**src/rtl/core/supply_and_temp_window_average_defines.svh**
```systemverilog
// Assertion macros shared by the supply and temperature window average RTL.
`ifndef SUPPLY_AND_TEMP_WINDOW_AVERAGE_DEFINES_SVH
`define SUPPLY_AND_TEMP_WINDOW_AVERAGE_DEFINES_SVH

// Same-cycle implication, checked on the rising edge of i_clk outside reset.
`define SAE_ASSERT_IMP(lbl, ante, cons) \
    lbl: assert property (@(posedge i_clk) disable iff (!i_rst_n) (ante) |-> (cons)) \
        else $error("window average check failed");

// Next-cycle implication, checked on the rising edge of i_clk outside reset.
`define SAE_ASSERT_NXT(lbl, ante, cons) \
    lbl: assert property (@(posedge i_clk) disable iff (!i_rst_n) (ante) |=> (cons)) \
        else $error("window average check failed");

`endif

```
**src/rtl/core/sae_pkg.sv**
```systemverilog
// Shared constants, types and command structs of the window average block.
`default_nettype none
package sae_pkg;

    localparam int WINDOW_SIZE = 8;
    localparam int SLOT_W      = (WINDOW_SIZE > 1) ? $clog2(WINDOW_SIZE) : 1;
    localparam int VALID_W     = $clog2(WINDOW_SIZE + 1);

    localparam int COUNT_W  = 10;
    localparam int REF_W    = 11;
    localparam int SUPPLY_W = 16;
    localparam int TEMP_W   = 8;
    localparam int POLL_W   = 8;
    localparam int PROD_W   = 16;

    localparam logic [REF_W-1:0]    REF_RESET    = 11'd1100;
    localparam logic [SUPPLY_W-1:0] SUPPLY_MAX   = 16'hFFFF;
    localparam logic [TEMP_W-1:0]   TEMP_MAX     = 8'hFF;
    localparam logic [POLL_W-1:0]   POLL_MAX     = 8'hFF;
    localparam logic [PROD_W-1:0]   TEMP_SCALE   = 16'd50;
    localparam logic [PROD_W-1:0]   TEMP_OFFSET  = 16'd16205;

    // Division by 61 is a multiply by ceil(2^22/61) and a shift, exact for any 16-bit value.
    localparam int RECIP_W    = 17;
    localparam int TEMP_SHIFT = 22;
    localparam logic [RECIP_W-1:0]  TEMP_RECIP   = 17'd68760;
    localparam int TPROD_W    = PROD_W + RECIP_W;
    localparam int TQ_W       = TPROD_W - TEMP_SHIFT;

    localparam int SCALE_W = REF_W + COUNT_W;
    localparam int SUM_S_W = SUPPLY_W + VALID_W;
    localparam int SUM_T_W = TEMP_W + VALID_W;
    localparam int DIV_W   = (SUM_S_W > SCALE_W) ? SUM_S_W : SCALE_W;
    localparam int DVSR_W  = COUNT_W;
    localparam int STEP_W  = $clog2(DIV_W + 1);

    localparam int ADDR_W = 3;
    localparam int DATA_W = 32;
    localparam logic [0:0] REG_REFERENCE = 1'b0;

    typedef enum logic [2:0] {
        ST_IDLE,
        ST_DIV_START,
        ST_DIV_WAIT,
        ST_UPDATE,
        ST_OUTPUT
    } t_state;

    typedef enum logic [1:0] {
        OP_SUPPLY,
        OP_AVG_SUPPLY,
        OP_AVG_TEMP
    } t_div_op;

    typedef struct packed {
        logic    load_in;
        logic    div_start;
        logic    capture;
        t_div_op op;
        logic    update;
        logic    load_out;
    } t_cmd;

    typedef struct packed {
        logic div_done;
        logic out_free;
    } t_sts;

endpackage
`default_nettype wire

```
**src/rtl/core/supply_and_temp_window_average.sv**
```systemverilog
// Supply and both window averages share one radix-2 divider; temperature uses a reciprocal.
// The next poll is taken once the result is registered; no poll is taken while one is in progress.
// A finished result waits in the output register while the next poll is accepted.
// Reset is synchronous and active low: poll count, sums and reference (1100 mV) are restored.
// Window entries have no reset; only entries already written are ever summed.
`default_nettype none
`include "supply_and_temp_window_average_defines.svh"
module supply_and_temp_window_average (
    input  wire logic                          i_clk,
    input  wire logic                          i_rst_n,
    input  wire logic                          i_in_valid,
    output logic                               o_in_ready,
    input  wire logic [sae_pkg::COUNT_W-1:0]   i_bandgap_count,
    input  wire logic [sae_pkg::COUNT_W-1:0]   i_temperature_count,
    output logic                               o_out_valid,
    input  wire logic                          i_out_ready,
    output logic [sae_pkg::SUPPLY_W-1:0]       o_average_supply_mv,
    output logic [sae_pkg::TEMP_W-1:0]         o_average_temperature,
    output logic [sae_pkg::POLL_W-1:0]         o_polls_counted,
    input  wire logic                          psel,
    input  wire logic                          penable,
    input  wire logic                          pwrite,
    input  wire logic [sae_pkg::ADDR_W-1:0]    paddr,
    input  wire logic [sae_pkg::DATA_W-1:0]    pwdata,
    output logic [sae_pkg::DATA_W-1:0]         prdata,
    output logic                               pready
);

    logic [sae_pkg::REF_W-1:0] r_reference;
    logic                      w_reg_sel;
    sae_pkg::t_cmd             w_cmd;
    sae_pkg::t_sts             w_sts;

    assign pready    = 1'b1;
    assign w_reg_sel = (paddr[sae_pkg::ADDR_W-1:2] == sae_pkg::REG_REFERENCE);

    always_ff @(posedge i_clk) begin
        if (!i_rst_n) begin
            r_reference <= sae_pkg::REF_RESET;
        end else if (psel && penable && pwrite && pready && w_reg_sel) begin
            r_reference <= pwdata[sae_pkg::REF_W-1:0];
        end
    end

    assign prdata = w_reg_sel ? sae_pkg::DATA_W'(r_reference) : '0;

    sae_ctrl u_ctrl (
        .i_clk      (i_clk),
        .i_rst_n    (i_rst_n),
        .i_in_valid (i_in_valid),
        .o_in_ready (o_in_ready),
        .i_sts      (w_sts),
        .o_cmd      (w_cmd)
    );

    sae_dp u_dp (
        .i_clk                 (i_clk),
        .i_rst_n               (i_rst_n),
        .i_cmd                 (w_cmd),
        .o_sts                 (w_sts),
        .i_reference           (r_reference),
        .i_bandgap_count       (i_bandgap_count),
        .i_temperature_count   (i_temperature_count),
        .i_out_ready           (i_out_ready),
        .o_out_valid           (o_out_valid),
        .o_average_supply_mv   (o_average_supply_mv),
        .o_average_temperature (o_average_temperature),
        .o_polls_counted       (o_polls_counted)
    );

    `SAE_ASSERT_NXT(a_busy_after_transfer, i_in_valid && o_in_ready, !o_in_ready)
    `SAE_ASSERT_IMP(a_load_only_when_free, w_cmd.load_out, w_sts.out_free)
    `SAE_ASSERT_IMP(a_result_counts_poll, o_out_valid, o_polls_counted != '0)

endmodule
`default_nettype wire

```
**src/rtl/core/sae_div.sv**
```systemverilog
// Restoring divider that produces one quotient bit per cycle.
`default_nettype none
module sae_div (
    input  wire logic                        i_clk,
    input  wire logic                        i_rst_n,
    input  wire logic                        i_start,
    input  wire logic [sae_pkg::DIV_W-1:0]   i_dividend,
    input  wire logic [sae_pkg::DVSR_W-1:0]  i_divisor,
    output logic                             o_done,
    output logic [sae_pkg::DIV_W-1:0]        o_quotient
);

    logic                         r_busy;
    logic                         r_done;
    logic [sae_pkg::STEP_W-1:0]   r_step;
    logic [sae_pkg::DVSR_W-1:0]   r_rem;
    logic [sae_pkg::DVSR_W-1:0]   r_dvsr;
    logic [sae_pkg::DIV_W-1:0]    r_quo;

    logic [sae_pkg::DVSR_W:0]     w_trial;
    logic [sae_pkg::DVSR_W:0]     w_diff;
    logic                         w_ge;
    logic [sae_pkg::DVSR_W-1:0]   n_rem;
    logic [sae_pkg::DIV_W-1:0]    n_quo;

    always_comb begin
        w_trial = {r_rem, r_quo[sae_pkg::DIV_W-1]};
        w_ge    = (w_trial >= {1'b0, r_dvsr});
        w_diff  = w_trial - {1'b0, r_dvsr};
        n_rem   = w_ge ? w_diff[sae_pkg::DVSR_W-1:0] : w_trial[sae_pkg::DVSR_W-1:0];
        n_quo   = {r_quo[sae_pkg::DIV_W-2:0], w_ge};
    end

    always_ff @(posedge i_clk) begin
        if (!i_rst_n) begin
            r_busy <= 1'b0;
            r_done <= 1'b0;
            r_step <= '0;
        end else begin
            r_done <= 1'b0;
            if (i_start) begin
                r_busy <= 1'b1;
                r_step <= sae_pkg::STEP_W'(sae_pkg::DIV_W);
            end else if (r_busy) begin
                r_step <= r_step - 1'b1;
                if (r_step == sae_pkg::STEP_W'(1)) begin
                    r_busy <= 1'b0;
                    r_done <= 1'b1;
                end
            end
        end
    end

    always_ff @(posedge i_clk) begin
        if (i_start) begin
            r_rem  <= '0;
            r_quo  <= i_dividend;
            r_dvsr <= i_divisor;
        end else if (r_busy) begin
            r_rem <= n_rem;
            r_quo <= n_quo;
        end
    end

    assign o_done     = r_done;
    assign o_quotient = r_quo;

endmodule
`default_nettype wire

```
**src/rtl/core/sae_dp.sv**
```systemverilog
// Datapath: conversions, sliding windows, running sums and the result register.
`default_nettype none
module sae_dp (
    input  wire logic                          i_clk,
    input  wire logic                          i_rst_n,
    input  wire sae_pkg::t_cmd                 i_cmd,
    output sae_pkg::t_sts                      o_sts,
    input  wire logic [sae_pkg::REF_W-1:0]     i_reference,
    input  wire logic [sae_pkg::COUNT_W-1:0]   i_bandgap_count,
    input  wire logic [sae_pkg::COUNT_W-1:0]   i_temperature_count,
    input  wire logic                          i_out_ready,
    output logic                               o_out_valid,
    output logic [sae_pkg::SUPPLY_W-1:0]       o_average_supply_mv,
    output logic [sae_pkg::TEMP_W-1:0]         o_average_temperature,
    output logic [sae_pkg::POLL_W-1:0]         o_polls_counted
);

    logic [sae_pkg::COUNT_W-1:0]   r_bg;
    logic [sae_pkg::COUNT_W-1:0]   r_tc;
    logic [sae_pkg::PROD_W-1:0]    r_tdiff;
    logic [sae_pkg::SUPPLY_W-1:0]  r_supply;
    logic [sae_pkg::TEMP_W-1:0]    r_temp;
    logic [sae_pkg::SUPPLY_W-1:0]  r_avg_s;
    logic [sae_pkg::TEMP_W-1:0]    r_avg_t;
    logic [sae_pkg::SUM_S_W-1:0]   r_sum_s;
    logic [sae_pkg::SUM_T_W-1:0]   r_sum_t;
    logic [sae_pkg::SLOT_W-1:0]    r_slot;
    logic [sae_pkg::POLL_W-1:0]    r_poll;
    logic [sae_pkg::SUPPLY_W-1:0]  r_win_s [sae_pkg::WINDOW_SIZE];
    logic [sae_pkg::TEMP_W-1:0]    r_win_t [sae_pkg::WINDOW_SIZE];
    logic                          r_out_valid;
    logic [sae_pkg::SUPPLY_W-1:0]  r_out_s;
    logic [sae_pkg::TEMP_W-1:0]    r_out_t;
    logic [sae_pkg::POLL_W-1:0]    r_out_poll;

    logic [sae_pkg::SCALE_W-1:0]   w_scaled;
    logic [sae_pkg::PROD_W-1:0]    w_temp_prod;
    logic [sae_pkg::PROD_W-1:0]    w_temp_diff;
    logic                          w_cold;
    logic [sae_pkg::TPROD_W-1:0]   w_temp_scaled;
    logic [sae_pkg::TQ_W-1:0]      w_temp_q;
    logic                          w_full;
    logic [sae_pkg::VALID_W-1:0]   w_valid;
    logic [sae_pkg::DIV_W-1:0]     w_dividend;
    logic [sae_pkg::DVSR_W-1:0]    w_divisor;
    logic                          w_div_done;
    logic [sae_pkg::DIV_W-1:0]     w_quotient;
    logic [sae_pkg::SUPPLY_W-1:0]  w_old_s;
    logic [sae_pkg::TEMP_W-1:0]    w_old_t;
    logic [sae_pkg::SUM_S_W-1:0]   n_sum_s;
    logic [sae_pkg::SUM_T_W-1:0]   n_sum_t;
    logic [sae_pkg::SLOT_W-1:0]    n_slot;
    logic [sae_pkg::POLL_W-1:0]    n_poll;

    // The reference times 1023 is the reference shifted up ten bits, less itself.
    always_comb begin
        w_scaled      = {i_reference, sae_pkg::COUNT_W'(0)}
                        - sae_pkg::SCALE_W'(i_reference);
        w_temp_prod   = sae_pkg::PROD_W'(r_tc) * sae_pkg::TEMP_SCALE;
        w_cold        = (w_temp_prod <= sae_pkg::TEMP_OFFSET);
        w_temp_diff   = w_temp_prod - sae_pkg::TEMP_OFFSET;
        w_temp_scaled = sae_pkg::TPROD_W'(r_tdiff) * sae_pkg::TPROD_W'(sae_pkg::TEMP_RECIP);
        w_temp_q      = w_temp_scaled[sae_pkg::TPROD_W-1:sae_pkg::TEMP_SHIFT];
        w_full        = (r_poll >= sae_pkg::POLL_W'(sae_pkg::WINDOW_SIZE));
        w_valid       = w_full ? sae_pkg::VALID_W'(sae_pkg::WINDOW_SIZE)
                               : r_poll[sae_pkg::VALID_W-1:0];
    end

    always_comb begin
        case (i_cmd.op)
            sae_pkg::OP_SUPPLY: begin
                w_dividend = sae_pkg::DIV_W'(w_scaled);
                w_divisor  = r_bg;
            end
            sae_pkg::OP_AVG_SUPPLY: begin
                w_dividend = sae_pkg::DIV_W'(r_sum_s);
                w_divisor  = sae_pkg::DVSR_W'(w_valid);
            end
            sae_pkg::OP_AVG_TEMP: begin
                w_dividend = sae_pkg::DIV_W'(r_sum_t);
                w_divisor  = sae_pkg::DVSR_W'(w_valid);
            end
            default: begin
                w_dividend = '0;
                w_divisor  = '0;
            end
        endcase
    end

    sae_div u_div (
        .i_clk      (i_clk),
        .i_rst_n    (i_rst_n),
        .i_start    (i_cmd.div_start),
        .i_dividend (w_dividend),
        .i_divisor  (w_divisor),
        .o_done     (w_div_done),
        .o_quotient (w_quotient)
    );

    // Until the window has wrapped, the slot being written holds nothing to remove.
    always_comb begin
        w_old_s = w_full ? r_win_s[r_slot] : '0;
        w_old_t = w_full ? r_win_t[r_slot] : '0;
        n_sum_s = r_sum_s - sae_pkg::SUM_S_W'(w_old_s) + sae_pkg::SUM_S_W'(r_supply);
        n_sum_t = r_sum_t - sae_pkg::SUM_T_W'(w_old_t) + sae_pkg::SUM_T_W'(r_temp);
        n_slot  = (r_slot == sae_pkg::SLOT_W'(sae_pkg::WINDOW_SIZE - 1))
                  ? '0 : r_slot + 1'b1;
        n_poll  = (r_poll != sae_pkg::POLL_MAX) ? r_poll + 1'b1 : r_poll;
    end

    always_ff @(posedge i_clk) begin
        if (!i_rst_n) begin
            r_sum_s     <= '0;
            r_sum_t     <= '0;
            r_slot      <= '0;
            r_poll      <= '0;
            r_out_valid <= 1'b0;
        end else begin
            if (i_cmd.update) begin
                r_sum_s <= n_sum_s;
                r_sum_t <= n_sum_t;
                r_slot  <= n_slot;
                r_poll  <= n_poll;
            end
            if (i_cmd.load_out) begin
                r_out_valid <= 1'b1;
            end else if (i_out_ready) begin
                r_out_valid <= 1'b0;
            end
        end
    end

    always_ff @(posedge i_clk) begin
        if (i_cmd.load_in) begin
            r_bg <= i_bandgap_count;
            r_tc <= i_temperature_count;
        end
        r_tdiff <= w_cold ? '0 : w_temp_diff;
        if (i_cmd.capture) begin
            case (i_cmd.op)
                sae_pkg::OP_SUPPLY: begin
                    r_supply <= (|w_quotient[sae_pkg::DIV_W-1:sae_pkg::SUPPLY_W])
                                ? sae_pkg::SUPPLY_MAX : w_quotient[sae_pkg::SUPPLY_W-1:0];
                    r_temp   <= (|w_temp_q[sae_pkg::TQ_W-1:sae_pkg::TEMP_W])
                                ? sae_pkg::TEMP_MAX : w_temp_q[sae_pkg::TEMP_W-1:0];
                end
                sae_pkg::OP_AVG_SUPPLY: begin
                    r_avg_s <= w_quotient[sae_pkg::SUPPLY_W-1:0];
                end
                default: begin
                    r_avg_t <= w_quotient[sae_pkg::TEMP_W-1:0];
                end
            endcase
        end
        if (i_cmd.update) begin
            r_win_s[r_slot] <= r_supply;
            r_win_t[r_slot] <= r_temp;
        end
        if (i_cmd.load_out) begin
            r_out_s    <= r_avg_s;
            r_out_t    <= r_avg_t;
            r_out_poll <= r_poll;
        end
    end

    assign o_sts.div_done        = w_div_done;
    assign o_sts.out_free        = !r_out_valid || i_out_ready;
    assign o_out_valid           = r_out_valid;
    assign o_average_supply_mv   = r_out_s;
    assign o_average_temperature = r_out_t;
    assign o_polls_counted       = r_out_poll;

endmodule
`default_nettype wire

```
**src/rtl/core/sae_ctrl.sv**
```systemverilog
// Controller state machine that sequences the three divisions of each poll.
`default_nettype none
module sae_ctrl (
    input  wire logic           i_clk,
    input  wire logic           i_rst_n,
    input  wire logic           i_in_valid,
    output logic                o_in_ready,
    input  wire sae_pkg::t_sts  i_sts,
    output sae_pkg::t_cmd       o_cmd
);

    sae_pkg::t_state  r_state;
    sae_pkg::t_state  n_state;
    sae_pkg::t_div_op r_op;
    sae_pkg::t_div_op n_op;

    always_ff @(posedge i_clk) begin
        if (!i_rst_n) begin
            r_state <= sae_pkg::ST_IDLE;
            r_op    <= sae_pkg::OP_SUPPLY;
        end else begin
            r_state <= n_state;
            r_op    <= n_op;
        end
    end

    always_comb begin
        n_state = r_state;
        n_op    = r_op;
        case (r_state)
            sae_pkg::ST_IDLE: begin
                if (i_in_valid) begin
                    n_state = sae_pkg::ST_DIV_START;
                    n_op    = sae_pkg::OP_SUPPLY;
                end
            end
            sae_pkg::ST_DIV_START: begin
                n_state = sae_pkg::ST_DIV_WAIT;
            end
            sae_pkg::ST_DIV_WAIT: begin
                if (i_sts.div_done) begin
                    case (r_op)
                        sae_pkg::OP_SUPPLY: begin
                            n_state = sae_pkg::ST_UPDATE;
                        end
                        sae_pkg::OP_AVG_SUPPLY: begin
                            n_state = sae_pkg::ST_DIV_START;
                            n_op    = sae_pkg::OP_AVG_TEMP;
                        end
                        default: begin
                            n_state = sae_pkg::ST_OUTPUT;
                        end
                    endcase
                end
            end
            sae_pkg::ST_UPDATE: begin
                n_state = sae_pkg::ST_DIV_START;
                n_op    = sae_pkg::OP_AVG_SUPPLY;
            end
            sae_pkg::ST_OUTPUT: begin
                if (i_sts.out_free) begin
                    n_state = sae_pkg::ST_IDLE;
                end
            end
            default: begin
                n_state = sae_pkg::ST_IDLE;
            end
        endcase
    end

    always_comb begin
        o_in_ready      = 1'b0;
        o_cmd.load_in   = 1'b0;
        o_cmd.div_start = 1'b0;
        o_cmd.capture   = 1'b0;
        o_cmd.op        = r_op;
        o_cmd.update    = 1'b0;
        o_cmd.load_out  = 1'b0;
        case (r_state)
            sae_pkg::ST_IDLE: begin
                o_in_ready    = 1'b1;
                o_cmd.load_in = i_in_valid;
            end
            sae_pkg::ST_DIV_START: begin
                o_cmd.div_start = 1'b1;
            end
            sae_pkg::ST_DIV_WAIT: begin
                o_cmd.capture = i_sts.div_done;
            end
            sae_pkg::ST_UPDATE: begin
                o_cmd.update = 1'b1;
            end
            sae_pkg::ST_OUTPUT: begin
                o_cmd.load_out = i_sts.out_free;
            end
            default: begin
                o_in_ready = 1'b0;
            end
        endcase
    end

endmodule
`default_nettype wire
```
**config.mk**
```make
export PLATFORM = sky130hd
export DESIGN_NAME = supply_and_temp_window_average
export DESIGN_NICKNAME = d
export VERILOG_FILES = /design/src/rtl/core/sae_pkg.sv /design/src/rtl/core/supply_and_temp_window_average.sv /design/src/rtl/core/sae_div.sv /design/src/rtl/core/sae_dp.sv /design/src/rtl/core/sae_ctrl.sv
export VERILOG_INCLUDE_DIRS = /design/src /design/src/rtl/core
export SDC_FILE = /design/constraint.sdc
export NUM_CORES = 1
export LEC_CHECK = 0
export BUFFER_PORTS_ARGS = -buffer_cell sky130_fd_sc_hd__buf_2
export CORE_MARGIN = 2
export CORE_UTILIZATION = 60
export CTS_CLUSTER_DIAMETER = 120
export CTS_CLUSTER_SIZE = 8
export DETAILED_ROUTE_END_ITERATION = 6
export HOLD_SLACK_MARGIN = 0.12
export PLACE_DENSITY = 0.85
export SYNTH_ARGS = -nofsm -noshare
export SYNTH_HDL_FRONTEND = slang
export SYNTH_SLANG_ARGS = --single-unit
```
**constraint.sdc**
```tcl
create_clock -name i_clk -period 9.7 [get_ports i_clk]
set_input_delay 0.485 -clock i_clk [delete_from_list [all_inputs] [get_ports i_clk]]
set_output_delay 0.485 -clock i_clk [all_outputs]
set_load 0.005 [all_outputs]
```
==> run summary, run 1 <==
========================================================================================================
Result of the run                                                                           finished with violations
Violations in the final reports                                                                      DRC
Boundary pin count                                                                                   129
Leakage power                                                                                    10.1 nW
Register-to-register setup slack                                                                 4.39 ns
Number of distinct library cells after synthesis                                                      81
Via density per instance                                                                            5.97
Shortest clock period the worst path allows after layout                                         5.31 ns
Critical Path Fanout Max                                                                              32
Remaining number of nets flagged by the antenna check after routing                                    0
Clock insertion delay at the later pin of the skew report                                        0.61 ns
XOR/XNOR share of the synthesized area                                                             2.82%
Hold crit path type                                                                               in2reg
Post-cts gate resize count                                                                             0
Share of the synthesized area in the top cell type                                                 42.9%
Crit Reg-Reg Endpoint                                                                       u_dp.r_sum_s[19]$_SDFFE_PN0P_
Wire length reported by the detailed router                                                     51700 um
Arrival time worst endpoint                                                                      5.82 ns
Total of warnings raised by yosys                                                                      0
Pin count of the biggest net entering global routing                                                  49
Number of enable-type register cells in the synthesized netlist                                      323
Complex-gate fraction of the synthesized area                                                      7.41%
Cell types occupying the most area after synthesis                                          edfxtp_1 43%, ha_1 11%, dfxtp_1 8.5%
Count of maximum capacitance violations                                                                0
Max incr delay on CP                                                                             0.74 ns
Startpoint class of the critical path                                                           register
Number of rows in the core area                                                                       71
Floorplan Core Area                                                                          37400 sq um
Net count reported at finish                                                                        2288
DRT Pass-1 Iters                                                                                       7
Final-report setup violation count                                                                     0
ANT cells                                                                                              0
Share of the yosys chip area belonging to registers                                                51.3%
Antenna violations before repair                                                                       0
Largest clock skew in the final design                                                         0.0430 ns
Chip height                                                                                       198 um
CTS tree                                                                                           built
Setup repair after global routing missed its margin                                                   no
Power density over cell area                                                                 272 nW/um^2
Cell depth of the worst min-delay path                                                                 3
Worst hold path endpoint                                                                    r_reference[2]$_SDFFE_PN1P_
Number of hold-slack violations in the final timing report                                             0
Starting density of the core                                                                       60.5%
Path type of the worst setup path                                                                reg2reg
Post-CTS clock slew at the launch and capture registers of the worst setup and hold paths        0.06 ns
Post-Synth Simple-Gate Area                                                                        9.35%
CTS sink count                                                                                       419
Number of cell instances on the worst register-to-register path                                       15
Detailed Place HPWL                                                                             33800 um
Total Negative Setup Slacks                                                                         0 ns
Horiz. Die Dim                                                                                    198 um
Register bit total from synthesis                                                                    419
Final clock period utilization by the worst path                                                   54.8%
Average footprint of a synthesized cell                                                       12.3 sq um
Final estimated routing congestion in global placement                                             0.896
Share of layout cells above drive strength 1                                                       12.4%
H-tree depth                                                                                           2
First-pass GRT wire length                                                                      80800 um
Adder and majority cell fraction of the synthesized area                                           16.9%
Mux cell area share after synthesis                                                                6.58%
Dominant combinational cell family by area after synthesis                                   adder cells
Vias in the first global route                                                                     15148
Layout filler cell count                                                                            2504
DR DRC count                                                                                          13
Area growth syn-to-layout                                                                          12.5%
Ys async rst share                                                                                    0%
Required time of the critical path                                                              10.21 ns
Cell type of the slowest stage on the worst timing path                                          dfxtp_2
Clock root buffer                                                                              clkbuf_16
Netlist area before placement                                                                22600 sq um
Global-route usage over all layers                                                                 26.8%
Slew Viols, Final                                                                                      0
CTS max path bufs                                                                                      3
Cts bufs inserted                                                                                     58
Full die area                                                                                39300 sq um
Post-placement cell area                                                                     23500 sq um
Rel. slew slack                                                                                    34.3%
Crit path cell chain                                                                        buf_4 -> mux4_2 -> mux2i_1 -> nor2_1 -> fa_1 -> inv_1 -> ha_1 -> a211oi_1 -> o21ai_0 -> o211ai_1 -> nand2_1 -> a31oi_1 -> o21ai_0 -> o311ai_0 -> mux2i_1
Launch instance of the worst min-delay path                                                    pwdata[2]
Number of DRC violations after detailed-routing iteration 0                                         1253
Worst slew pin tran                                                                             0.985 ns
Post-route cell area                                                                         25500 sq um
Global route overflow                                                                                  0
Synth Flop Type                                                                                 edfxtp_1
Final cell utilization of the core                                                                 68.1%
Achievable frequency                                                                           0.188 GHz
Total number of vias                                                                               15044
Kind of capture point of the worst setup path                                                   register
Synthesized instance count                                                                          1839
Leading area contributor after synthesis                                                        edfxtp_1
Worst VDD drop                                                                                  0.287 mV
Post-detailed-route wirelength per cell                                                          20.5 um
Number of buffer cells added on primary ports                                                         83
========================================================================================================
==> report_power, final <==
| part | internal (mW) | total (mW) | leakage [nW] | switching (mW) |
|---|---|---|---|---|
| Combinational | 1.25 | 2.84 | 5.66 | 1.59 |
| Sequential | 2.07 | 2.20 | 3.62 | 0.136 |
| Clock | 1.12 | 1.89 | 0.802 | 0.762 |
==> routing by layer <==
layer / wire (um) / up-vias / track usage [%]
met5: 0 / - / 0
met4: 2060 / 0 / 11.7
li1: - / 6795 / -
met2: 25500 / 759 / 45.1
met3: 4380 / 149 / 4.16
met1: 19800 / 7341 / 34.6
==> per-stage QoR <==
| stage | setup WS, ns | power (mW) | cells | hold slack [ns] |
|---|---|---|---|---|
| 2_1_floorplan | 4.91 | 4.41 | 1859 | 0.400 |
| 3_3_place_gp | 4.58 | 4.93 | 2391 | 0.402 |
| 3_5_place_dp | 4.50 | 5.06 | 2391 | 0.405 |
| 4_1_cts | 4.36 | 6.98 | 2521 | 0.121 |
| 5_1_grt | 4.05 | 7.50 | 2521 | 0.139 |
| 6_report | 4.39 | 6.92 | 2521 | 0.135 |
==> worst max path at each step <==
stage                                          endpoint  slack, ns  cells past startpoint                       start
final                     u_dp.r_sum_s[19]$_SDFFE_PN0P_       4.39                     15                    register
after CTS                 u_dp.r_sum_s[19]$_SDFFE_PN0P_       4.36                     15                    register
after detailed placement   u_dp.r_temp[1]$_SDFFCE_PP1P_       4.50                     18  u_dp.r_tdiff[5]$_SDFF_PN0_
after global routing      u_dp.r_sum_s[18]$_SDFFE_PN0P_       4.05                     15                    register
after global placement     u_dp.r_temp[1]$_SDFFCE_PP1P_       4.58                     18  u_dp.r_tdiff[6]$_SDFF_PN0_
after floorplan            u_dp.r_temp[7]$_SDFFCE_PP1P_       4.91                     16  u_dp.r_tdiff[6]$_SDFF_PN0_
==> area by class of cell <==
cell class	count	area (sq um)	area share (%)
Multi-Input combinational cell	1137	9890	38.9
Tap cell	511	639	2.51
Clock inverter	4	72.6	0.285
Inverter	225	845	3.32
Sequential cell	419	11600	45.7
Timing Repair Buffer	121	756	2.97
Clock buffer	104	1620	6.38
==> sequential cells by signal, summed over array words and instances, names as in the netlist, 5 cells and up, named ones only <==
name	count
u_dp.o_average_temperature	8
u_dp.u_div.o_quotient	21
u_dp.u_div.r_rem	10
u_dp.r_tdiff	16
r_reference	11
u_dp.r_bg	10
u_dp.r_avg_s	16
u_dp.r_tc	10
u_dp.r_sum_s	20
u_dp.r_supply	16
u_dp.r_avg_t	8
u_dp.u_div.r_dvsr	10
u_dp.o_polls_counted	8
u_dp.r_sum_t	12
u_dp.r_temp	8
u_dp.r_poll	8
u_dp.u_div.r_step	5
u_dp.o_average_supply_mv	16
u_dp.r_win_s	128
u_dp.r_win_t	64
==> Yosys cell counts, drive strengths merged, types with 7 or more instances <==
cell type    n
nand2      126
buf         43
edfxtp     323
a21oi       73
xnor2       45
xor2        28
a211oi      18
nand4        9
fa          70
nor2b       21
nand2b       7
dfxtp       96
o21bai       7
nor2       132
nor3        29
o21a         7
clkbuf      35
and2        13
mux2i       34
a21o        16
mux4        48
nor4         9
inv        224
o21ai       69
nand3       24
ha         194
or3         28
a222oi      11
and3         8
==> cell families (layout without fill, tap and decap cells) <==
family	count (synthesis)	after routing
and+or+nand+nor	433	433
DFF	419	419
buffers and inverters	303	454
adders and majority gates	264	264
AOI/OAI and AO/OA	257	257
muxes	88	88
xor gates and xnor gates	73	73
other	2	22
==> placed cells by master (no fill, tap or decap), types with 18 or more instances in the layout <==
| cell type | instances |
|---|---|
| mux2i_1 | 34 |
| conb_1 | 22 |
| xor2_1 | 28 |
| a21oi_1 | 72 |
| a211oi_1 | 18 |
| inv_1 | 224 |
| nor2_1 | 124 |
| nand2_1 | 125 |
| edfxtp_1 | 323 |
| mux4_2 | 48 |
| or3_1 | 27 |
| ha_1 | 194 |
| xnor2_1 | 45 |
| dfxtp_1 | 94 |
| fa_1 | 70 |
| nand3_1 | 22 |
| buf_2 | 83 |
| nor3_1 | 23 |
| clkbuf_16 | 58 |
| nor2b_1 | 21 |
| dlygate4sd3_1 | 22 |
| o21ai_0 | 63 |
| clkbuf_1 | 46 |
==> critical path: cells and delay by family, from the launching register on <==
family	cells	cell delay, ns
flops	1	0.74
simple gates	2	0.23
compound gates	6	1.55
fa+ha+maj	2	0.89
mux	3	1.08
buf+inv	2	0.69
==> what timing repair did <==
item | CTS | global route
hold buffers | 22 | 0
endpoints found under the hold margin | 22 | 0
buffers inserted | 0 | 0
No activity file was read; power rests on OpenSTA's default activity.
==> inputs of run 2 (changes only) <==
--- a/config.mk
+++ b/config.mk
@@ -8,12 +8,12 @@
 export LEC_CHECK = 0
 export BUFFER_PORTS_ARGS = -buffer_cell sky130_fd_sc_hd__buf_2
 export CORE_MARGIN = 2
-export CORE_UTILIZATION = 60
+export CORE_UTILIZATION = 56
 export CTS_CLUSTER_DIAMETER = 120
 export CTS_CLUSTER_SIZE = 8
 export DETAILED_ROUTE_END_ITERATION = 6
 export HOLD_SLACK_MARGIN = 0.12
-export PLACE_DENSITY = 0.85
+export PLACE_DENSITY = 0.83
 export SYNTH_ARGS = -nofsm -noshare
 export SYNTH_HDL_FRONTEND = slang
 export SYNTH_SLANG_ARGS = --single-unit
==> constraint.sdc (replaced) <==
create_clock -name i_clk -period 4.6 [get_ports i_clk]
set_input_delay 0.23 -clock i_clk [delete_from_list [all_inputs] [get_ports i_clk]]
set_output_delay 0.23 -clock i_clk [all_outputs]
set_load 0.005 [all_outputs]
==> run 2 against run 1 <==
Against the previous run: the run ends with DRC, setup timing left; global-route usage decreased by 1.3 points; via count increased by 0.45%; hold slack improved by 0.12 ns; critical endpoint is now u_dp.r_temp[7]$_SDFFCE_PP1P_; cell count increased by 2.0%; sequential cell count unchanged; final area increased by 2.1%; non-clock buffer count increased by 52.
==> run summary, run 2 (synthesized netlist as in run 1, its figures left out) <==
========================================================================================================
Floorplan Core Area                                                                          39800 sq um
Number of rows in the core area                                                                       73
Critical Path Fanout Max                                                                               3
Area growth syn-to-layout                                                                          14.9%
Count of maximum capacitance violations                                                                0
Cts bufs inserted                                                                                     58
Slew Viols, Final                                                                                      0
Number of hold-slack violations in the final timing report                                             0
Area of combinational cells with multiple inputs                                              9980 sq um
DRT Pass-1 Iters                                                                                       7
Full die area                                                                                42000 sq um
Clock insertion delay at the later pin of the skew report                                        0.61 ns
Result of the run                                                                           finished with violations
Wire length reported by the detailed router                                                     52900 um
Detailed Place HPWL                                                                             34700 um
Met2 routed WL                                                                                  26200 um
Startpoint class of the critical path                                                           register
Final clock period utilization by the worst path                                                    102%
Number of buffer cells added on primary ports                                                         83
Register Area                                                                                11600 sq um
Dominant delay contributor by cell family on the critical path                               adder cells
Max incr delay on CP                                                                             0.51 ns
Worst VDD drop                                                                                  0.481 mV
Vias in the first global route                                                                     15378
Highest metal used                                                                                  met4
Cell type of the slowest stage on the worst timing path                                             fa_1
Final Power                                                                                      15.3 mW
Via density per instance                                                                            5.88
Violations in the final reports                                                             DRC, setup timing
Setup repair after global routing missed its margin                                                  yes
First-pass GRT wire length                                                                      82500 um
CTS max path bufs                                                                                      3
Horiz. Die Dim                                                                                    205 um
Worst slew pin tran                                                                              1.05 ns
Largest register FFs                                                                                 128
Top cell by count, worst path                                                                       fa_1
Arrival time worst endpoint                                                                      5.00 ns
Required time of the critical path                                                               4.93 ns
Achievable frequency                                                                           0.214 GHz
Number of DRC violations after detailed-routing iteration 0                                         1394
Leakage power                                                                                    10.4 nW
Shortest clock period the worst path allows after layout                                         4.67 ns
Starting density of the core                                                                       56.8%
DR DRC count                                                                                          20
Most used cells in the layout excluding fill and tap cells                                  323 x edfxtp_1, 221 x inv_1, 192 x ha_1
Largest clock skew in the final design                                                         0.0240 ns
CTS tree                                                                                           built
Power density over cell area                                                                 588 nW/um^2
Kind of capture point of the worst setup path                                                   register
Place WS                                                                                       -0.193 ns
Post-CTS clock slew at the launch and capture registers of the worst setup and hold paths        0.06 ns
Post-placement cell area                                                                     23900 sq um
H-tree depth                                                                                           2
Net count reported at finish                                                                        2340
Commonest non-fill, non-tap cell in the layout                                                  edfxtp_1
Chip height                                                                                       205 um
Clock root buffer                                                                              clkbuf_16
Number of buffer and inverter stages on the critical path                                              4
Met3 Routed Length                                                                               4390 um
Final estimated routing congestion in global placement                                             0.876
Boundary pin count                                                                                   129
Global route overflow                                                                                  0
Rel. slew slack                                                                                    30.1%
Pin count of the biggest net entering global routing                                                  56
Largest register by flop count                                                              u_dp.r_win_s
Share of layout cells above drive strength 1                                                       14.9%
Hold crit path type                                                                               in2reg
Remaining number of nets flagged by the antenna check after routing                                    0
Final worst setup slack                                                                       -0.0723 ns
Layout filler cell count                                                                            2797
Routed length on met1                                                                           20500 um
Global-route usage over all layers                                                                 25.5%
Final-report setup violation count                                                                     1
Post-route cell area                                                                         26000 sq um
Post-detailed-route wirelength per cell                                                          20.5 um
Total number of vias                                                                               15111
Path type of the worst setup path                                                                reg2reg
Crit path cell chain                                                                        ha_4 -> inv_2 -> fa_1 -> inv_1 -> fa_1 -> fa_1 -> inv_2 -> fa_1 -> inv_2 -> ha_4 -> a211oi_2 -> nor2_1 -> o2111ai_1 -> o211ai_1 -> a221o_1 -> or4b_1
ANT cells                                                                                              0
CTS sink count                                                                                       419
Antenna violations before repair                                                                       0
========================================================================================================
run 2: changes by cell type in the layout (fill, tap and decap cells not counted), moves of 4 or more:
| cell | change |
|---|---|
| dfxtp_2 | +4 |
| o21ai_0 | -4 |
| buf_12 | +4 |
| dlygate4sd3_1 | +15 |
| clkbuf_1 | -15 |
| buf_4 | +32 |
| dfxtp_1 | -4 |
run 2: worst reg2reg max path, cell delays in order (launching register included):
cell and delay, ns:
dfxtp_2 0.33, ha_4 0.26, inv_2 0.04, fa_1 0.50, inv_1 0.05, fa_1 0.44, fa_1 0.50, inv_2 0.05
fa_1 0.51, inv_2 0.04, ha_4 0.21, a211oi_2 0.21, nor2_1 0.07, o2111ai_1 0.17, o211ai_1 0.15, a221o_1 0.38
or4b_1 0.48
run 2: worst paths after layout:
kind                                                end                       start  slack (ns)  cells past startpoint
hold reg to reg   u_dp.o_average_supply_mv[4]$_DFFE_PP_   u_dp.r_avg_s[4]$_DFFE_PP_        0.42                      0
hold / removal              r_reference[7]$_SDFFE_PN0P_                     penable        0.25                      4
setup / recovery           u_dp.r_temp[7]$_SDFFCE_PP1P_  u_dp.r_tdiff[6]$_SDFF_PN0_       -0.07                     16
setup reg to reg           u_dp.r_temp[7]$_SDFFCE_PP1P_  u_dp.r_tdiff[6]$_SDFF_PN0_       -0.07                     16
run 2: routing by layer:
layer	vias up	GRT usage (%)
li1	6875	-
met1	7390	32.7
met2	719	43.3
met3	127	4.90
met4	0	9.02
met5	-	0
run 2: stage by stage:
| step | util [%] | instances | hold WS [ns] | TNS [ns] |
|---|---|---|---|---|
| floorplan | - | 1859 | 0.329 | 0 |
| global placement | 60.0 | 2439 | 0.406 | -0.648 |
| detailed placement | 60.0 | 2439 | 0.405 | -1.23 |
| CTS | 65.1 | 2570 | 0.233 | -0.0998 |
| global route | 65.3 | 2572 | 0.294 | -1.39 |
| finish | 65.3 | 2572 | 0.252 | -0.0723 |
run 2: final cells by class:
class | count | share of cell area (%)
Inverter | 225 | 3.25
Timing Repair Buffer | 173 | 4.76
Clock inverter | 3 | 0.202
Sequential cell | 419 | 44.7
Clock buffer | 90 | 6.13
Tap cell | 525 | 2.53
Multi-Input combinational cell | 1137 | 38.4
run 2: repair_timing:
item / CTS / global route
endpoints found under the hold margin: 35 / 0
buffers inserted: 1 / 2
resized for setup: 11 / 14
hold buffers: 37 / 0
pin swaps: 9 / 5
endpoints found under the setup margin: 8 / 11
run 2: where the power goes:
part	total [mW]	switching, mW	internal, mW	leakage [nW]
Sequential	4.57	0.208	4.36	3.62
Combinational	6.80	3.79	3.01	5.95
Clock	3.92	1.57	2.34	0.786
Total	15.3	5.57	9.71	10.4
